==> config.mk <==
export PLATFORM = sky130hd
export DESIGN_NAME = tlik_div_cell
export DESIGN_NICKNAME = d
export VERILOG_FILES = /design/src/rtl/tlik_pkg.sv /design/src/rtl/tlik_div_cell.sv
export SDC_FILE = /design/constraint.sdc
export NUM_CORES = 1
export LEC_CHECK = 0
export CAP_MARGIN = 20
export CORE_MARGIN = 5
export CORE_UTILIZATION = 67
export DETAILED_ROUTE_END_ITERATION = 10
export DONT_BUFFER_PORTS = 1
export PLACE_DENSITY = 0.9
export SLEW_MARGIN = 10
export SYNTH_ARGS = -nofsm -noshare
export SYNTH_HDL_FRONTEND = slang
export SYNTH_SLANG_ARGS = --single-unit
export TNS_END_PERCENT = 5
==> constraint.sdc <==
create_clock -name clk -period 7.7 [get_ports clk]
set_clock_uncertainty 0.1 [all_clocks]
set_input_delay 0.77 -clock clk [delete_from_list [all_inputs] [get_ports clk]]
set_output_delay 0.77 -clock clk [all_outputs]
set_load 0.005 [all_outputs]
==> src/rtl/tlik_pkg.sv <==
// tlik_pkg: shared widths, constants, cell state types and the arctangent table
// for the two-link leg inverse kinematics solver. No dependencies.
package tlik_pkg;

  localparam int CORDIC_STAGES = 16;
  localparam int TAB_LEN       = 24;
  localparam int CORDIC_CELLS  = (CORDIC_STAGES < TAB_LEN) ? CORDIC_STAGES : TAB_LEN;

  localparam int LEN_W     = 15;
  localparam int COORD_W   = 16;
  localparam int ANG_W     = 16;
  localparam int DIFF_W    = 17;
  localparam int RAD_W     = 34;
  localparam int ROOT_W    = 17;
  localparam int SQRT_CELLS = ROOT_W;
  localparam int NUM_W     = 34;
  localparam int DEN_W     = 32;
  localparam int REM_W     = 33;
  localparam int QUO_W     = 15;
  localparam int CSQ_W     = 29;
  localparam int CW        = 36;
  localparam int ZW        = 20;
  localparam int ACC_W     = 18;
  localparam int BIT_IDX_W = 5;
  localparam int SCALE_SH  = 16;
  localparam int CFG_IDX_W = 1;

  localparam logic [CFG_IDX_W-1:0] REG_FEMUR = 1'd0;
  localparam logic [CFG_IDX_W-1:0] REG_TIBIA = 1'd1;

  localparam logic [LEN_W-1:0]        LEN_RESET = 15'd1600;
  localparam logic signed [ZW-1:0]    HALF_PI_Z = 20'sd102944;
  localparam logic signed [ACC_W-1:0] PI_Q12    = 18'sd12868;
  localparam logic signed [ACC_W-1:0] ANGLE_MAX = 18'sd25736;
  localparam logic signed [ANG_W-1:0] ANGLE_LIM = 16'sd25736;
  localparam logic [QUO_W-1:0]        ONE_MAG   = 15'd16384;
  localparam logic [CSQ_W-1:0]        ONE_SQ    = 29'h1000_0000;

  typedef logic signed [CW-1:0] cx_t;
  typedef logic signed [ZW-1:0] z_t;

  typedef struct packed {
    logic [RAD_W-1:0]  rem;
    logic [ROOT_W-1:0] root;
  } sqrt_st_t;

  typedef struct packed {
    logic [DEN_W-1:0] den;
    logic [REM_W-1:0] rem;
    logic [QUO_W-1:0] quo;
  } div_st_t;

  typedef struct packed {
    cx_t x;
    cx_t y;
    z_t  z;
  } cvec_t;

  localparam z_t ATAN_TAB [0:TAB_LEN-1] = '{
    20'sd51472, 20'sd30385, 20'sd16055, 20'sd8150, 20'sd4091, 20'sd2047,
    20'sd1024,  20'sd512,   20'sd256,   20'sd128,  20'sd64,   20'sd32,
    20'sd16,    20'sd8,     20'sd4,     20'sd2,    20'sd1,    20'sd0,
    20'sd0,     20'sd0,     20'sd0,     20'sd0,    20'sd0,    20'sd0
  };

  // atan(2^-i) in units of 2^-16 rad, zero past the end of the table
  function automatic z_t atan_entry(input logic [BIT_IDX_W-1:0] idx);
    z_t v;
    v = '0;
    if (idx < BIT_IDX_W'(TAB_LEN)) begin
      v = ATAN_TAB[idx];
    end
    return v;
  endfunction

endpackage

==> src/rtl/tlik_div_cell.sv <==
// tlik_div_cell: one quotient bit of a restoring divider, remainder kept below
// twice the divisor. Depends on tlik_pkg.
module tlik_div_cell (
  input  logic              clk,
  input  logic              en,
  input  tlik_pkg::div_st_t st_in,
  output tlik_pkg::div_st_t st_out
);

  tlik_pkg::div_st_t          st_nxt;
  tlik_pkg::div_st_t          st_r;
  logic                       ge;
  logic [tlik_pkg::REM_W-1:0] diff;

  always_comb begin
    ge   = st_in.rem >= {1'b0, st_in.den};
    diff = st_in.rem - {1'b0, st_in.den};
    st_nxt.den = st_in.den;
    st_nxt.rem = ge ? {diff[tlik_pkg::REM_W-2:0], 1'b0}
                    : {st_in.rem[tlik_pkg::REM_W-2:0], 1'b0};
    st_nxt.quo = {st_in.quo[tlik_pkg::QUO_W-2:0], ge};
  end

  always_ff @(posedge clk) begin
    if (en) begin
      st_r <= st_nxt;
    end
  end

  assign st_out = st_r;

endmodule

# Word-level counts from Yosys, hierarchy flattened
# Cells that the tools add are included.
# totals
out_inout_bits,80
inputBits,82
register_bits,80
# classes
n_lt_le_gt_ge,1
addsub,1
muxes,1
# op_table
cell,count
$ge A33 B32 Y1,1
$mux W33,1
$sub A32 B32 Y32,1

# Longest topological paths before layout
# logic_depth
ltp_word,2
ltp_mapped,13
mapped_depth_nobuf,11

# Worst setup path after synthesis
# OpenSTA, ideal clock, no wires.
# synth_path
kind,input -> register
from,input st_in[71] in the netlist's numbering
to,"register st_r, in the netlist st_out[20], data pin"
n_path_buf,2
slack_ns,4.478
t_required_ns,7.340
arrival_ns,2.862
cell_stages,11
setup_ns,0.260
path_cell_list,inv_1 ha_1 buf_6 and3_1 o21a_1 a311oi_2 o21ai_1 or3b_1 o21a_1 buf_6 mux2_4
# synth_rtl
item,line,rtl
start: declaration,tlik_div_cell.sv:6,"input tlik_pkg::div_st_t st_in,"
end signal: assignment,tlik_div_cell.sv:26,st_r <= st_nxt;
end: declaration,tlik_div_cell.sv:11,tlik_pkg::div_st_t st_r;

==> results.toml <==
[yosys]
yosys_warnings = 0
syn_inst = 440
synth_fp_nets = 555
netlist.area_leader.share = 0.504
synth_area_leaders = "edfxtp_1 (50%), ha_1 (8.5%), a21oi_1 (5.7%)"
synth_top_area_cell = "edfxtp_1"
synthArstFlopShare = 0
syn_area_um2 = 4710
ys_types = 50
ys_seq_area_frac = 0.504
syn_area_per_cell_um2 = 10.7
synth_flop_cell = "edfxtp_1"
synth.ff_latch_count = 79
synth_edf_count = 79

[cells_and_area]
nets = 549
largest_reg_flops = 79
layout-drive-gt1-share = 0.0729
mostFrequentLayoutCells = "edfxtp_1 (79), a21oi_1 (54), inv_1 (46), nor2_1 (37), ha_1 (32)"
final_common_cell = "edfxtp_1"
synthToLayoutAreaGrowth_pct = 4.52
n_antenna_cell = 0

[drt]
met1Wirelength_mm = 3.85
vias = 3279
routed.top_layer = "met4"
drt_wl_total_mm = 10.2
drt-initial-drc-count = 184
via_per_inst = 6.13
first_pass_iters = 5
wl_per_cell_um = 19.1
drt.antenna.violating_nets = 0
route.met2.wl_mm = 5.11
wl_met3_mm = 1.16
drc_errors = 0

[die]
die_height_um = 93.9
start_util = 0.690
die_area_um2 = 8810
core.rowCount = 30
pin_count = 162
core_region_area_um2 = 6830
dieWidth_um = 93.9

[timing]
tightest_slew_ns = 0.820
fin_tns_setup_ns = 0
finalSetupViolations = 0
max_freq_mhz = 265
slew_violations = 0
post-route-period-util = 0.490
slew_headroom = 0.452
hold_viol = 0
fin_crit_ns = 3.77
grt_setup_unrepaired = "false"
setup_ws_ns = 3.93

[grt]
grt_overflow_total = 0
grt_start_max_net_pins = 80
track_usage = 0.233
grt_pass1_wl_mm = 16.0
first_global_vias = 3275
antenna_found_initial = 0

[job]
maxCapViolCount = 0

[place]
preCtsSetupSlack_ns = 3.63
gp_congestion = 0.905
port_buffers = 0
hpwl_mm = 7.81

[worst_setup_path]
criticalPathCategory = "input pin to flop"
cp-end-kind = "flop"
cp.required_ns = 7.69
cp-startpoint = "st_in[71]"
startpoint_type = "input pin"
arrival_ns = 3.77
cp_max_fo = 29

[hold_path]
min_to = "st_out[70]"
hold_depth = 0
worstHoldStart = "st_in[70]"
holdCritPathClass = "input pin to flop"

[clocking]
postCtsHoldBufs = 0
cts_made_buffers = 9
postCtsSetupBuffers = 0
cts_max_path_buffers = 2
cts_root_buf = "clkbuf_8"
clock-sinks = 79
htreeDepth = 3
clk_pin_slew_ns = 0.09
cts-resized-gates = 0
cts_tree = "yes"

[pwr]
total_power_w = 0.00109
max-vdd-ir-drop_mv = 0.136
power.leakage_nw = 1.99
powerDensity_nw_per_um2 = 221

[run_status]
status = "finished clean"
-- area by class of cell --
| class | instances | area [um2] |
|---|---|---|
| multi-input cells | 297 | 2050 |
| fillers | 503 | 1910 |
| inverters | 46 | 173 |
| clock buffers | 9 | 124 |
| flip-flops and latches | 79 | 2370 |
| well taps | 96 | 120 |
| repair buffers | 1 | 7.51 |
| clock inverters | 7 | 78.8 |
-- worst max-delay path by stage --
stage	to	slack [ns]	depth (start not counted)
6_report	st_out[36]	3.93	9
3_5_place_dp	st_out[36]	3.63	9
3_3_place_gp	st_out[30]	3.73	9
2_1_floorplan	st_out[20]	4.48	11
5_1_grt	st_out[36]	3.68	9
4_1_cts	st_out[36]	3.97	9
-- layer usage --
metal,vias to the layer above,GRT usage
met1,1509,0.264
met5,-,0
met3,10,0.0986
met2,183,0.402
li1,1577,-
met4,0,0.0614
-- power by group --
part / internal, W / switching (W)
clock network: 0.000152 / 0.000158
logic: 0.0000927 / 0.000122
registers: 0.000537 / 0.0000261
total: 0.000782 / 0.000306
-- cell usage after synthesis (all sizes together), types with 6 or more instances --
library cell	number
nor2	37
nand2b	7
a21o	8
ha	32
nand3	8
xnor2	16
mux2	8
xor2	10
clkbuf	6
o21ai	21
o21a	6
nand4	8
edfxtp	79
nand2	24
buf	12
o31ai	7
a21oi	55
inv	46
-- kinds of logic after synthesis --
kind of cell | count (synthesis) | share of synthesized area
other cells | 1 | 0.000796
buf+inv | 64 | 0.0619
mux | 10 | 0.0297
compound gates | 120 | 0.155
flops | 79 | 0.504
fa+ha+maj | 33 | 0.0892
xor+xnor | 26 | 0.0483
simple gates | 107 | 0.111
-- stage by stage --
| stage | cell area (um2) | util | cells | hold WS, ns |
|---|---|---|---|---|
| CTS | 4920 | 0.721 | 535 | 0.402 |
| detailed placement | 4720 | 0.691 | 519 | 0.769 |
| finish | 4920 | 0.721 | 535 | 0.416 |
| global placement | 4720 | 0.691 | 519 | 0.769 |
| floorplan | 4710 | - | 440 | 0.769 |
| global route | 4920 | 0.721 | 535 | 0.381 |
-- worst max-delay path, stage by stage --
cell	delay, ns
inv_1	0.02
ha_1	0.41
and3_1	0.32
nand4_1	0.21
nor4b_1	0.48
a21o_1	0.22
o21a_2	0.56
buf_4	0.42
mux2_4	0.33
No activity file was read; power rests on OpenSTA's default activity.
